**config.mk**
```make
export PLATFORM = sky130hd
export DESIGN_NAME = catrom_queue
export DESIGN_NICKNAME = d
export VERILOG_FILES = /design/src/sv/catrom_pkg.sv /design/src/sv/catrom_queue.sv
export SDC_FILE = /design/constraint.sdc
export NUM_CORES = 1
export LEC_CHECK = 0
export BUFFER_PORTS_ARGS = -buffer_cell sky130_fd_sc_hd__buf_2
export CAP_MARGIN = 20
export CORE_ASPECT_RATIO = 0.9
export CORE_MARGIN = 2
export CORE_UTILIZATION = 35
export CTS_CLUSTER_SIZE = 8
export DETAILED_ROUTE_END_ITERATION = 6
export RECOVER_POWER = 50
export SKIP_CTS_REPAIR_TIMING = 1
export SKIP_LAST_GASP = 1
export SYNTH_ARGS = -nofsm -noshare
export SYNTH_HDL_FRONTEND = slang
export SYNTH_SLANG_ARGS = --single-unit
```
**constraint.sdc**
```tcl
create_clock -name clock -period 10.53 [get_ports clock]
set_input_delay 2.6325 -clock clock [delete_from_list [all_inputs] [get_ports clock]]
set_output_delay 2.6325 -clock clock [all_outputs]
set_load 0.05 [all_outputs]
```
**src/sv/catrom_pkg.sv**
```systemverilog
// Shared types and constants for the Catmull-Rom curve tessellator.
// No dependencies; imported by every module of the block.
package catrom_pkg;

   // coordinate and curve parameter widths
   localparam int COORD_W = 16;
   localparam int T_W     = 16;
   localparam int T_ONE   = 65536;

   // widths of the doubled cubic coefficients
   localparam int A_W = 17;
   localparam int B_W = 17;
   localparam int C_W = 20;
   localparam int D_W = 19;

   // default number of curve points per segment
   localparam int STEPS_DEFAULT = 50;

   // segment queue depth (power of two)
   localparam int QUEUE_DEPTH = 2;

   // evaluation pipeline length, issue to output register
   localparam int PIPE_L = 8;

   // one coordinate's coefficients: 2*p1, p2-p0, and the t^2 / t^3 terms
   typedef struct packed {
      logic signed [A_W-1:0] a;
      logic signed [B_W-1:0] b;
      logic signed [C_W-1:0] c;
      logic signed [D_W-1:0] d;
   } coef_type;

   // one queued segment
   typedef struct packed {
      coef_type y;
      coef_type x;
   } seg_type;

endpackage

```
**src/sv/catrom_queue.sv**
```systemverilog
// Short segment queue between front end and evaluator.
// Depends on catrom_pkg.
module catrom_queue (
   input  logic                clock,
   input  logic                reset,
   input  logic                push,
   input  catrom_pkg::seg_type push_data,
   output logic                full,
   input  logic                pop,
   output logic                head_valid,
   output catrom_pkg::seg_type head
);
   import catrom_pkg::*;

   localparam int PTR_W = (QUEUE_DEPTH > 1) ? $clog2(QUEUE_DEPTH) : 1;
   localparam int CNT_W = $clog2(QUEUE_DEPTH + 1);

   seg_type            mem_ff [QUEUE_DEPTH];
   logic [PTR_W-1:0]   wr_ff, wr_in;
   logic [PTR_W-1:0]   rd_ff, rd_in;
   logic [CNT_W-1:0]   cnt_ff, cnt_in;

   assign full       = (cnt_ff == CNT_W'(QUEUE_DEPTH));
   assign head_valid = (cnt_ff != '0);
   assign head       = mem_ff[rd_ff];

   // pointer and fill count
   always_comb begin
      wr_in  = wr_ff;
      rd_in  = rd_ff;
      cnt_in = cnt_ff;
      if (push) begin
         wr_in = (wr_ff == PTR_W'(QUEUE_DEPTH - 1)) ? '0 : wr_ff + PTR_W'(1);
      end
      if (pop) begin
         rd_in = (rd_ff == PTR_W'(QUEUE_DEPTH - 1)) ? '0 : rd_ff + PTR_W'(1);
      end
      if (push && !pop) begin
         cnt_in = cnt_ff + CNT_W'(1);
      end else if (pop && !push) begin
         cnt_in = cnt_ff - CNT_W'(1);
      end
   end

   always_ff @(posedge clock) begin
      if (reset) begin
         wr_ff  <= '0;
         rd_ff  <= '0;
         cnt_ff <= '0;
      end else begin
         wr_ff  <= wr_in;
         rd_ff  <= rd_in;
         cnt_ff <= cnt_in;
      end
   end

   // entry storage
   always_ff @(posedge clock) begin
      if (push) begin
         mem_ff[wr_ff] <= push_data;
      end
   end

endmodule

```
==> results.sh <==
export IMPL_status="complete, but fails checks"
export IMPL_violations="capacitance limit, slew limit"
export IMPL_period_needed_ps=6172
export IMPL_clock_skew_ps=24.01
export IMPL_grt_pass1_wl_um=32480
export IMPL_synthAdderAreaFrac_pct=0.1158
export IMPL_synth_top_family_by_area="multiplexers"
export IMPL_antenna_found_initial=5
export IMPL_slowest_delay_ps=2220
export IMPL_ys_seq_area_share_pct=82.09
export IMPL_cts_tree="yes"
export IMPL_synth_simple_area_share_pct=0.4517
export IMPL_yosysTopAreaCell="edfxtp_1"
export IMPL_critPathBufInv=2
export IMPL_grt_max_degree=75
export IMPL_final_nets=959
export IMPL_worst_pin_slew_ps=3053
export IMPL_postSynthAreaPerCell_um2=22.70
export IMPL_cp_max_fo=53
export IMPL_ys_warn_count=0
export IMPL_yosysMostFrequentCell="edfxtp_1"
export IMPL_synthFlopType="edfxtp_1"
export IMPL_setup_tns_ps=0
export IMPL_timing_hold_ws_ps=510.5
export IMPL_grt_pass1_vias=5784
export IMPL_drtAntennaViolNets=0
export IMPL_synth_distinct_cells=16
export IMPL_finalMaxSlewViolations=78
export IMPL_insertion_delay_ps=520
export IMPL_drc=0
export IMPL_clk_pin_slew_ps=40
export IMPL_irDropWorstVdd_uv=140.9
export IMPL_port_buffers=297
export IMPL_synthXorXnorAreaFrac_pct=0.3243
export IMPL_routed_wl_um=21700
export IMPL_endpoint_kind="flop"
export IMPL_synth_compound_gate_area_share_pct=0.09266
export IMPL_powerDensity_nw_per_um2=222.7
export IMPL_r2r_cells=2
export IMPL_timing_fmax_ghz=0.1620
export IMPL_hpwl_um=13930
export IMPL_synth_edf_count=292
export IMPL_areaGrowthSynthToFinish_pct=27.46
export IMPL_die_w_um=189.2
export IMPL_vias=5532
export IMPL_power_leakage_uw=0.004992
export IMPL_grt_overflow_total=0
export IMPL_syn_inst=476
export IMPL_path_cells="clkbuf_1 -> and2_0 -> clkbuf_1"
export IMPL_core_um2=30610
export IMPL_setup_viol=0
export IMPL_dieArea_um2=32290
export IMPL_drive_above_1_share_pct=53.97
export IMPL_initial_core_util_pct=35.30
export IMPL_cap_violations=2
export IMPL_synthMuxAreaShare_pct=15.22
export IMPL_hp_class="flop to flop"
export IMPL_clock_sinks=297
export IMPL_syn_area_um2=10800
export IMPL_cp_arrival_ps=6220
export IMPL_drt_initial_drc_count=263
export IMPL_gp_congestion=0.7316
export IMPL_rsz0062_at_grt="no"
export IMPL_crit_cells=3
export IMPL_ios=298
export IMPL_filler_cell_count=2727
export IMPL_cts_buffer_depth=3
export IMPL_cp_common_cell="clkbuf_1"
export IMPL_setup_worst_path_class="input port to flop"
export IMPL_synth_top_area_share_pct=81.17
export IMPL_cp_slowest_cell="clkbuf_1"
export IMPL_syn_num_nets=627
export IMPL_r2r_slack_ps=6310
export IMPL_via_per_inst=4.498
export IMPL_critPathTopFamily="buffers and inverters"
export IMPL_clockRootBuffer="clkbuf_16"
export IMPL_cts_buffers=43
export IMPL_rows=61
export IMPL_fin_crit_sh_pct=58.62
export IMPL_post_drt_wl_per_cell_um=17.64
export IMPL_endpoint="mem_ff[1][58]$_DFFE_PP_"
export IMPL_async_flop_share_pct=0
export IMPL_synth_area_leaders="edfxtp_1 (81%), mux2_2 (15%), buf_6 (1.7%), dfxtp_1 (0.93%), xnor2_1 (0.16%)"
export IMPL_first_pass_iters=4
export IMPL_cp_required_ps=10570
export IMPL_slew_headroom_pct=-103.6
export IMPL_hold_viol=0
export IMPL_r2r_end="mem_ff[1][58]$_DFFE_PP_"
export IMPL_h_tree_depth=2
export IMPL_track_usage_pct=13.04
export IMPL_synth_commonest_cells="edfxtp_1 (292), mux2_2 (146), buf_6 (16), dfxtp_1 (5), nor2_1 (4)"
export IMPL_startpoint="push"
export IMPL_ys_ff_latch=297
export IMPL_cp_start_kind="input port"
export IMPL_r2r_start="wr_ff$_SDFFE_PP0P_"
export IMPL_die_h_um=170.7
==> cell families (layout without fill, tap and decap cells) <==
| family | Yosys count | in the layout |
|---|---|---|
| simple gates | 9 | 9 |
| compound gates | 2 | 2 |
| flops | 297 | 297 |
| fa+ha+maj | 1 | 1 |
| mux | 146 | 146 |
| buf+inv | 17 | 360 |
| other cells | 0 | 2 |
| xor+xnor | 4 | 4 |
==> state kept, by name (all words and copies together), names as in the netlist, named ones only <==
register  flops
rd_ff         1
wr_ff         1
cnt_ff        2
mem_ff      292
==> power breakdown <==
group	leakage (uW)	total (uW)	switching, uW	internal (uW)
clock	0.000568	1200	453	744
sequential	0.00278	1400	17.7	1390
combinational	0.00164	466	341	125
==> per-stage QoR <==
| stage | utilization, % | worst slack [ps] | instance area (um^2) | std cells | power [uW] |
|---|---|---|---|---|---|
| floorplan | - | 909.6 | 10800 | 476 | 1793 |
| global placement | 41.43 | 5056 | 12680 | 1172 | 1895 |
| detailed placement | 41.43 | 5036 | 12680 | 1172 | 1900 |
| CTS | 45.25 | 4458 | 13850 | 1228 | 3121 |
| global route | 44.98 | 3900 | 13770 | 1229 | 3184 |
| finish | 44.99 | 4358 | 13770 | 1230 | 3066 |
==> final cells by class <==
type	count	area, um^2	share of cell area, %
Sequential cell	297	8872	64.43
Multi-Input combinational cell	162	1750	12.71
Timing Repair Buffer	303	1458	10.59
Clock buffer	53	1135	8.242
Tap cell	409	511.7	3.716
Clock inverter	3	33.78	0.2453
Antenna cell	2	5.005	0.03635
Inverter	1	3.754	0.02726
==> how the worst min path moves through the flow <==
stage / start / endpoint / slack, ps / cells after the start
final: rd_ff$_SDFFE_PP0P_ / rd_ff$_SDFFE_PP0P_ / 510 / 2
after global routing: wr_ff$_SDFFE_PP0P_ / wr_ff$_SDFFE_PP0P_ / 560 / 2
after CTS: cnt_ff[1]$_SDFFE_PP0P_ / cnt_ff[1]$_SDFFE_PP0P_ / 510 / 2
after detailed placement: cnt_ff[1]$_SDFFE_PP0P_ / cnt_ff[1]$_SDFFE_PP0P_ / 500 / 2
after global placement: cnt_ff[1]$_SDFFE_PP0P_ / cnt_ff[1]$_SDFFE_PP0P_ / 490 / 2
after floorplan: cnt_ff[1]$_SDFFE_PP0P_ / cnt_ff[1]$_SDFFE_PP0P_ / 460 / 2
==> layer usage <==
layer / vias up / track usage, % / wire [um]
met5: - / 0 / 34
met4: 6 / 4.280 / 458
met3: 47 / 5.231 / 1931
met2: 202 / 20.82 / 10190
met1: 2717 / 16.23 / 9080
li1: 2560 / - / -
==> worst register-to-register path, stage by stage (launching register included) <==
cell,delay [ps]
dfxtp_1,360
and2_0,1100
clkbuf_1,2230
==> placed cells by master, fill, tap and decap left out <==
cell type / Yosys / layout
edfxtp_1: 292 / 292
buf_2: 0 / 241
nor2_1: 4 / 4
clkbuf_16: 0 / 44
or2_2: 1 / 1
xor2_1: 2 / 2
clkinv_4: 0 / 1
mux2_2: 146 / 146
diode_2: 0 / 2
or3_1: 1 / 1
and2_0: 0 / 1
xnor2_1: 2 / 2
ha_1: 1 / 1
clkbuf_1: 0 / 65
dfxtp_4: 0 / 1
dfxtp_1: 5 / 4
buf_1: 0 / 1
o21ai_0: 1 / 1
nor2b_1: 1 / 1
a21oi_1: 1 / 1
buf_4: 0 / 5
and2b_2: 1 / 1
clkinv_8: 0 / 1
inv_6: 0 / 1
inv_1: 1 / 1
Power figures use the tool's default switching activity.
