**src/sv/catrom_pkg.sv**
```systemverilog
// Shared types and constants for the Catmull-Rom curve tessellator.
// No dependencies; imported by every module of the block.
package catrom_pkg;

   // coordinate and curve parameter widths
   localparam int COORD_W = 16;
   localparam int T_W     = 16;
   localparam int T_ONE   = 65536;

   // widths of the doubled cubic coefficients
   localparam int A_W = 17;
   localparam int B_W = 17;
   localparam int C_W = 20;
   localparam int D_W = 19;

   // default number of curve points per segment
   localparam int STEPS_DEFAULT = 50;

   // segment queue depth (power of two)
   localparam int QUEUE_DEPTH = 2;

   // evaluation pipeline length, issue to output register
   localparam int PIPE_L = 8;

   // one coordinate's coefficients: 2*p1, p2-p0, and the t^2 / t^3 terms
   typedef struct packed {
      logic signed [A_W-1:0] a;
      logic signed [B_W-1:0] b;
      logic signed [C_W-1:0] c;
      logic signed [D_W-1:0] d;
   } coef_type;

   // one queued segment
   typedef struct packed {
      coef_type y;
      coef_type x;
   } seg_type;

endpackage

```
**src/sv/catrom_front.sv**
```systemverilog
// Front end: point window, restart handling and segment coefficient setup.
// Depends on catrom_pkg; feeds catrom_queue.
module catrom_front (
   input  logic                                  clock,
   input  logic                                  reset,
   input  logic                                  pt_valid,
   output logic                                  pt_ready,
   input  logic signed [catrom_pkg::COORD_W-1:0] pt_x,
   input  logic signed [catrom_pkg::COORD_W-1:0] pt_y,
   input  logic                                  pt_restart,
   input  logic                                  seg_full,
   output logic                                  seg_push,
   output catrom_pkg::seg_type                   seg_data
);
   import catrom_pkg::*;

   localparam int CALC_W = 22;

   logic signed [COORD_W-1:0] wx_ff [3];
   logic signed [COORD_W-1:0] wy_ff [3];
   logic signed [COORD_W-1:0] wx_in [3];
   logic signed [COORD_W-1:0] wy_in [3];
   logic [1:0]                held_ff;
   logic [1:0]                held_in;
   logic                      accept;

   // doubled coefficients of the uniform Catmull-Rom cubic
   function automatic coef_type make_coef(input logic signed [COORD_W-1:0] p0,
                                          input logic signed [COORD_W-1:0] p1,
                                          input logic signed [COORD_W-1:0] p2,
                                          input logic signed [COORD_W-1:0] p3);
      logic signed [CALC_W-1:0] e0, e1, e2, e3;
      coef_type r;
      e0 = CALC_W'(p0);
      e1 = CALC_W'(p1);
      e2 = CALC_W'(p2);
      e3 = CALC_W'(p3);
      r.a = A_W'(e1 <<< 1);
      r.b = B_W'(e2 - e0);
      r.c = C_W'((e0 <<< 1) - ((e1 <<< 2) + e1) + (e2 <<< 2) - e3);
      r.d = D_W'(((e1 <<< 1) + e1) - ((e2 <<< 1) + e2) - e0 + e3);
      return r;
   endfunction

   assign pt_ready = !seg_full;
   assign accept   = pt_valid && pt_ready;

   // a full window plus the new point closes a segment
   assign seg_push   = accept && !pt_restart && (held_ff == 2'd3);
   assign seg_data.x = make_coef(wx_ff[0], wx_ff[1], wx_ff[2], pt_x);
   assign seg_data.y = make_coef(wy_ff[0], wy_ff[1], wy_ff[2], pt_y);

   // window update
   always_comb begin
      wx_in   = wx_ff;
      wy_in   = wy_ff;
      held_in = held_ff;
      if (accept) begin
         if (pt_restart) begin
            wx_in[0] = '0;
            wx_in[1] = '0;
            wy_in[0] = '0;
            wy_in[1] = '0;
            held_in  = 2'd1;
         end else begin
            wx_in[0] = wx_ff[1];
            wx_in[1] = wx_ff[2];
            wy_in[0] = wy_ff[1];
            wy_in[1] = wy_ff[2];
            if (held_ff != 2'd3) begin
               held_in = held_ff + 2'd1;
            end
         end
         wx_in[2] = pt_x;
         wy_in[2] = pt_y;
      end
   end

   always_ff @(posedge clock) begin
      if (reset) begin
         wx_ff   <= '{default: '0};
         wy_ff   <= '{default: '0};
         held_ff <= '0;
      end else begin
         wx_ff   <= wx_in;
         wy_ff   <= wy_in;
         held_ff <= held_in;
      end
   end

endmodule

```
**config.mk**
```make
export PLATFORM = sky130hd
export DESIGN_NAME = catrom_front
export DESIGN_NICKNAME = d
export VERILOG_FILES = /design/src/sv/catrom_pkg.sv /design/src/sv/catrom_front.sv
export SDC_FILE = /design/constraint.sdc
export NUM_CORES = 1
export LEC_CHECK = 0
export CAP_MARGIN = 0
export CORE_ASPECT_RATIO = 0.6
export CORE_MARGIN = 2
export CORE_UTILIZATION = 45
export DETAILED_ROUTE_END_ITERATION = 8
export DONT_BUFFER_PORTS = 1
export GPL_ROUTABILITY_DRIVEN = 0
export PLACE_DENSITY = 0.59
export SETUP_SLACK_MARGIN = 0.3
export SYNTH_ARGS = -nofsm -noshare
export SYNTH_HDL_FRONTEND = slang
export SYNTH_SLANG_ARGS = --single-unit
```
**constraint.sdc**
```tcl
create_clock -name clock -period 3.7 [get_ports clock]
set_clock_uncertainty 0.05 [all_clocks]
set_input_delay 0.37 -clock clock [delete_from_list [all_inputs] [get_ports clock]]
set_output_delay 0.37 -clock clock [all_outputs]
set_load 0.01 [all_outputs]
```
==> results of run 1 <==
==> state kept, by name (all words and copies together), names as in the netlist <==
| name | cells |
|---|---|
| seg_data | 32 |
| wx_ff | 32 |
| wy_ff | 32 |
| held_ff | 2 |
==> cell type report <==
type,count,area [sq um]
repair buffers,401,3260
inverters,410,1590
flip-flops and latches,98,2050
clock buffers,9,225
well taps,424,531
multi-input cells,1199,12900
clock inverters,7,76.3
fillers,2719,11800
==> critical path, cell delays in order (launching register included) <==
cell	delay [ns]
dfxtp_4	0.36
inv_4	0.04
buf_6	0.11
fa_1	0.51
fa_1	0.55
inv_1	0.05
fa_1	0.49
inv_2	0.05
ha_4	0.22
o21a_1	0.17
o31a_1	0.13
o221a_4	0.27
o31a_1	0.32
o2111a_1	0.26
a311oi_2	0.23
buf_4	0.15
==> repair_timing <==
action | 4_1_cts | 5_1_grt
setup endpoints to repair | 75 | 81
cloned | 0 | 0
pin swaps | 95 | 93
setup buffers | 22 | 25
resized for setup | 201 | 128
==> per-layer routing <==
layer  vias to the layer above  part of all wire  global-route usage
met5                         -                 0                   0
met3                        36             0.068              0.0622
li1                       6334                 -                   -
met1                      6557              0.46               0.369
met2                       318              0.46               0.411
met4                         0             0.014              0.0401
==> placed cells by master, fill, tap and decap left out, types with 10 or more instances in the layout <==
cell,n
buf_4,346
nor3_1,83
o21a_1,18
ha_1,73
xnor2_2,21
o21ai_0,22
fa_1,215
a21o_1,24
xnor2_1,40
nor2_4,10
o21ai_2,10
buf_6,49
dfxtp_4,13
fa_2,13
inv_1,319
ha_4,40
dfxtp_1,53
o21ai_1,11
inv_2,72
a21oi_4,13
o211ai_1,13
a21oi_2,19
nand3_1,13
nor2_1,103
nand2_1,101
inv_4,15
dfxtp_2,32
a21oi_1,132
==> per-stage QoR <==
step           cell area (sq um)  utilization  setup TNS, ns
6_report                   20700        0.636         -36.26
5_1_grt                    20700        0.636         -45.01
4_1_cts                    19900        0.611         -34.32
3_5_place_dp               18400        0.567         -16.64
3_3_place_gp               18400        0.567         -14.66
2_1_floorplan              15700            -          -1.88
==> cell families after synthesis <==
| family | after synthesis |
|---|---|
| buf+inv | 496 |
| simple gates | 403 |
| compound gates | 357 |
| fa+ha+maj | 349 |
| flops | 98 |
| xor+xnor | 84 |
| mux | 4 |
| other cells | 1 |
==> how the worst max path moves through the flow <==
stage	end	slack, ns
after global placement	seg_data[107]	-0.60
after CTS	seg_data[107]	-1.05
after global routing	seg_data[106]	-1.10
after floorplan	seg_data[106]	-0.31
final	seg_data[106]	-0.98
after detailed placement	seg_data[107]	-0.68
==> power groups by stage <==
stage          Sequential [uW]  Clock (uW)  Combinational [uW]
6_report                  1080         998                6530
3_5_place_dp              1110           0                5110
3_3_place_gp              1110           0                5020
4_1_cts                   1080        1030                5890
2_1_floorplan             1120           0                3370
5_1_grt                   1090        1070                7050
==> run metrics, run 1 <==
status finished with violations; failing checks setup timing; FFs w/ async S/R, synth 0; Die Y 145 um; Vias 13200; Placeable Area 32500 sq um; Worst Hold Path Cells 1; Synth area leader fa_1; post-synthesis mux area share 0.00277; DP HPWL 35900 um; Clock Tree Buf Depth 2; Reg clk slew, reported paths 0.08 ns; Place WS -0.678 ns; Hold Slack 0.0575 ns; period utilization 1.27; Rows 51; starting density of the core 0.458; RSZ-0062 raised after global routing yes; CP Launch Point seg_data[133]; most common cell in the netlist inv_1; # diodes 0; Sw Ratio 0.442; Post-Place Cells 2485; critical path class flip-flop to primary output; DRC 0; initial antenna violation count 0; worst skew pair latency 0.36 ns; YS warnings 0; Num CTS Buffers 9; reg2reg path depth 4; Clock power frac 0.116; fin. max-slew vios 0; root buffer cell clkbuf_16; Worst Setup End Kind primary output; EDFF count, synth 0; die area 34600 sq um; Synth Area in Adders 0.409; first-pass GRT wire length 70100 um; Iter 0 DRT Violations 759; DR vias/cell 5.20; Worst VDD drop 0.279 mV; dominant cells by area after synthesis fa_1 31%, dfxtp_1 13%, inv_1 10%, ha_1 10%, a21oi_1 5.5%; mean post-synth cell area 8.30 sq um; vias in the first global route 13200; min cycle time layout 4.68 ns; top_reg_cell synth dfxtp_1; Layout Cells excl Fill 2548; P_sw 3800 uW; final hold violation count 0; Power Dens Cells 417 nW/um^2; sequential share of the synthesized area 0.132; TritonCTS clock tree done; Pint 4810 uW; Comb power frac 0.758; Detail Route Antenna Nets 0; Mapped Cells 1792; P&R area growth vs syn 38.9%; Total Power 8610 uW; LEAKAGE 0.00921 uW; Post-Synth Simple-Gate Area 0.124; Overflow after GRT 0; final setup fails 60; CP Data Arrival Time 4.26 ns; Max Cap Viol 0; Nets 2505; hold endpoint wy_ff[8]; worst reg-to-reg setup slack 2.55 ns; Hold Startpoint reset; RR Startpoint held_ff[0]; post-synthesis xor/xnor area fraction 0.0494; CP max FO 3; Die Span X 239 um; H-tree depth 3; clock sink count 98; total iterations of the first detailed-routing run 7; GRT Overall Usage 0.260; Hold Buf Count CTS 0; Synth Area in Compound Gates 0.150; synthesized cell area 14900 sq um; worst hold path class primary input to flip-flop; routed len/inst 17.6 um; Flop pwr share 0.126; Post-Route WL 44800 um; share of the synthesized area in the top cell type 0.307; layout cell share with drive strength beyond 1 0.375; largest net degree at the start of global routing 123; crit start category flip-flop; input/output buffers 0; synth cell count leaders 410 x inv_1, 228 x fa_1, 164 x a21oi_1; Worst Tran Pin Value 1.17 ns; Max-Slew Margin vs Limit 0.215; #FFs+latches synth 98; io pins 185; fmax 214 MHz; reg2reg end held_ff[1]; post-synthesis cell type count 65; main combinational cell family by area after synthesis adder cells; worst path required time 3.28 ns; Final Worst Setup Slack -0.981 ns
Note: power is estimated with default switching activity, not from simulation.
==> inputs of run 2 (changes only) <==
--- a/config.mk
+++ b/config.mk
@@ -6,13 +6,15 @@
 export NUM_CORES = 1
 export LEC_CHECK = 0
 export CAP_MARGIN = 0
+export CELL_PAD_IN_SITES_DETAIL_PLACEMENT = 1
+export CELL_PAD_IN_SITES_GLOBAL_PLACEMENT = 2
 export CORE_ASPECT_RATIO = 0.6
 export CORE_MARGIN = 2
-export CORE_UTILIZATION = 45
+export CORE_UTILIZATION = 36
 export DETAILED_ROUTE_END_ITERATION = 8
 export DONT_BUFFER_PORTS = 1
 export GPL_ROUTABILITY_DRIVEN = 0
-export PLACE_DENSITY = 0.59
+export PLACE_DENSITY = 0.76
 export SETUP_SLACK_MARGIN = 0.3
 export SYNTH_ARGS = -nofsm -noshare
 export SYNTH_HDL_FRONTEND = slang
==> run metrics, run 2 (synthesis gave the netlist of run 1 again) <==
routed wl met3 1990 um; wire length on met1 25000 um; worst hold path class primary input to flip-flop; critical path class flip-flop to primary output; layout cell share with drive strength beyond 1 0.392; Die Span X 266 um; Placeable Area 40600 sq um; Max-Slew Margin vs Limit 0.353; Buf/Inv on CP 3; Rows 57; Max Cap Viol 0; period utilization 1.27; Worst Hold Path Cells 1; input/output buffers 0; GRT Overall Usage 0.252; DRC 0; Worst Tran Pin Value 0.968 ns; Critical Path Stages 13; die area 43000 sq um; CP max FO 4; Power Dens Cells 417 nW/um^2; fmax 212 MHz; failing checks setup timing; Reg clk slew, reported paths 0.09 ns; most frequent cells in the layout 381 x buf_4, 321 x inv_1, 212 x fa_1; LEAKAGE 0.00953 uW; Place WS -0.675 ns; first-pass GRT wire length 84300 um; Clock power frac 0.116; Hold Buf Count CTS 0; crit path cell chain inv_4 > fa_1 > fa_1 > inv_2 > fa_2 > fa_2 > nor2b_4 > o31a_1 > o221a_4 > o31a_1 > o2111a_1 > a311oi_2 > buf_4; crit start category flip-flop; final setup fails 62; Nets 2567; status finished with violations; Post-Route WL 54600 um; TritonCTS clock tree done; clock sink count 98; Worst VDD drop 0.234 mV; worst path required time 3.28 ns; Comb power frac 0.762; RSZ-0062 raised after global routing yes; Num CTS Buffers 9; starting density of the core 0.367; P&R area growth vs syn 43.3%; Hold Slack 0.0450 ns; Detail Route Antenna Nets 0; root buffer cell clkbuf_16; io pins 185; Worst Setup End Kind primary output; reg2reg path depth 36; DP HPWL 42300 um; Met2 Wirelength 26700 um; Iter 0 DRT Violations 631; DR vias/cell 5.06; total iterations of the first detailed-routing run 5; # diodes 0; largest net degree at the start of global routing 99; Layout Cells excl Fill 2717; Overflow after GRT 0; P_sw 4010 uW; min cycle time layout 4.71 ns; Vias 13800; CP max-delay cell fa_2; initial antenna violation count 0; fin. max-slew vios 0; Sw Ratio 0.451; Final Worst Setup Slack -1.01 ns; final hold violation count 0; Pint 4880 uW; H-tree depth 3; Clock Tree Buf Depth 2; crit-path leading delay family adder cells; critical path's largest stage delay 0.56 ns; routed len/inst 20.1 um; Setup TNS -40.68 ns; top layer in use met4; Flop pwr share 0.122; worst skew pair latency 0.37 ns; CP Data Arrival Time 4.29 ns; Die Y 161 um; Post-Place Cells 2606; vias in the first global route 15100; most common cell after layout, fill and taps aside buf_4
## run 2: changes by cell type in the layout (fill, tap and decap cells not counted), moves of 5 or more
cell	delta
nor2_2	+8
o21ai_0	+6
nor2_1	-5
o21ai_1	-6
buf_4	+35
buf_6	+33
## run 2: power groups by stage
stage          Combinational (uW)  Clock, uW  Sequential, uW
2_1_floorplan                3370          0            1120
3_3_place_gp                 5080          0            1110
3_5_place_dp                 5260          0            1110
4_1_cts                      6210       1070            1080
5_1_grt                      7240       1110            1090
6_report                     6770       1030            1080
## run 2: layout make-up
type / count / area, sq um
Clock buffer: 9 / 225
Tap cell: 531 / 664
Fill cell: 4678 / 19300
Multi-Input combinational cell: 1199 / 12900
Timing Repair Buffer: 463 / 3780
Clock inverter: 7 / 82.6
Sequential cell: 98 / 2050
Inverter: 410 / 1580
## run 2: final timing paths
| check | startpoint | endpoint | slack [ns] |
|---|---|---|---|
| worst max register to register | seg_data[58] | wx_ff[33] | -0.94 |
| worst min register to register | held_ff[0] | held_ff[0] | 0.44 |
| worst min-delay path | reset | wy_ff[10] | 0.05 |
| worst max-delay path | seg_data[131] | seg_data[106] | -1.01 |
## run 2: timing repair
action | CTS | global route
buffers inserted | 63 | 32
gates resized for setup | 213 | 131
pin swaps | 131 | 118
setup endpoints to repair | 76 | 81
## run 2: layer usage
layer / vias to the layer above / global-route usage
li1: 6455 / -
met1: 7012 / 0.341
met2: 234 / 0.432
met3: 53 / 0.0389
met4: 0 / 0.0462
met5: - / 0
## run 2: per-stage QoR
step	total power (uW)	util	instance area (sq um)
2_1_floorplan	4490	-	15700
3_3_place_gp	6190	0.459	18600
3_5_place_dp	6370	0.459	18600
4_1_cts	8360	0.505	20500
5_1_grt	9440	0.526	21300
6_report	8890	0.526	21300
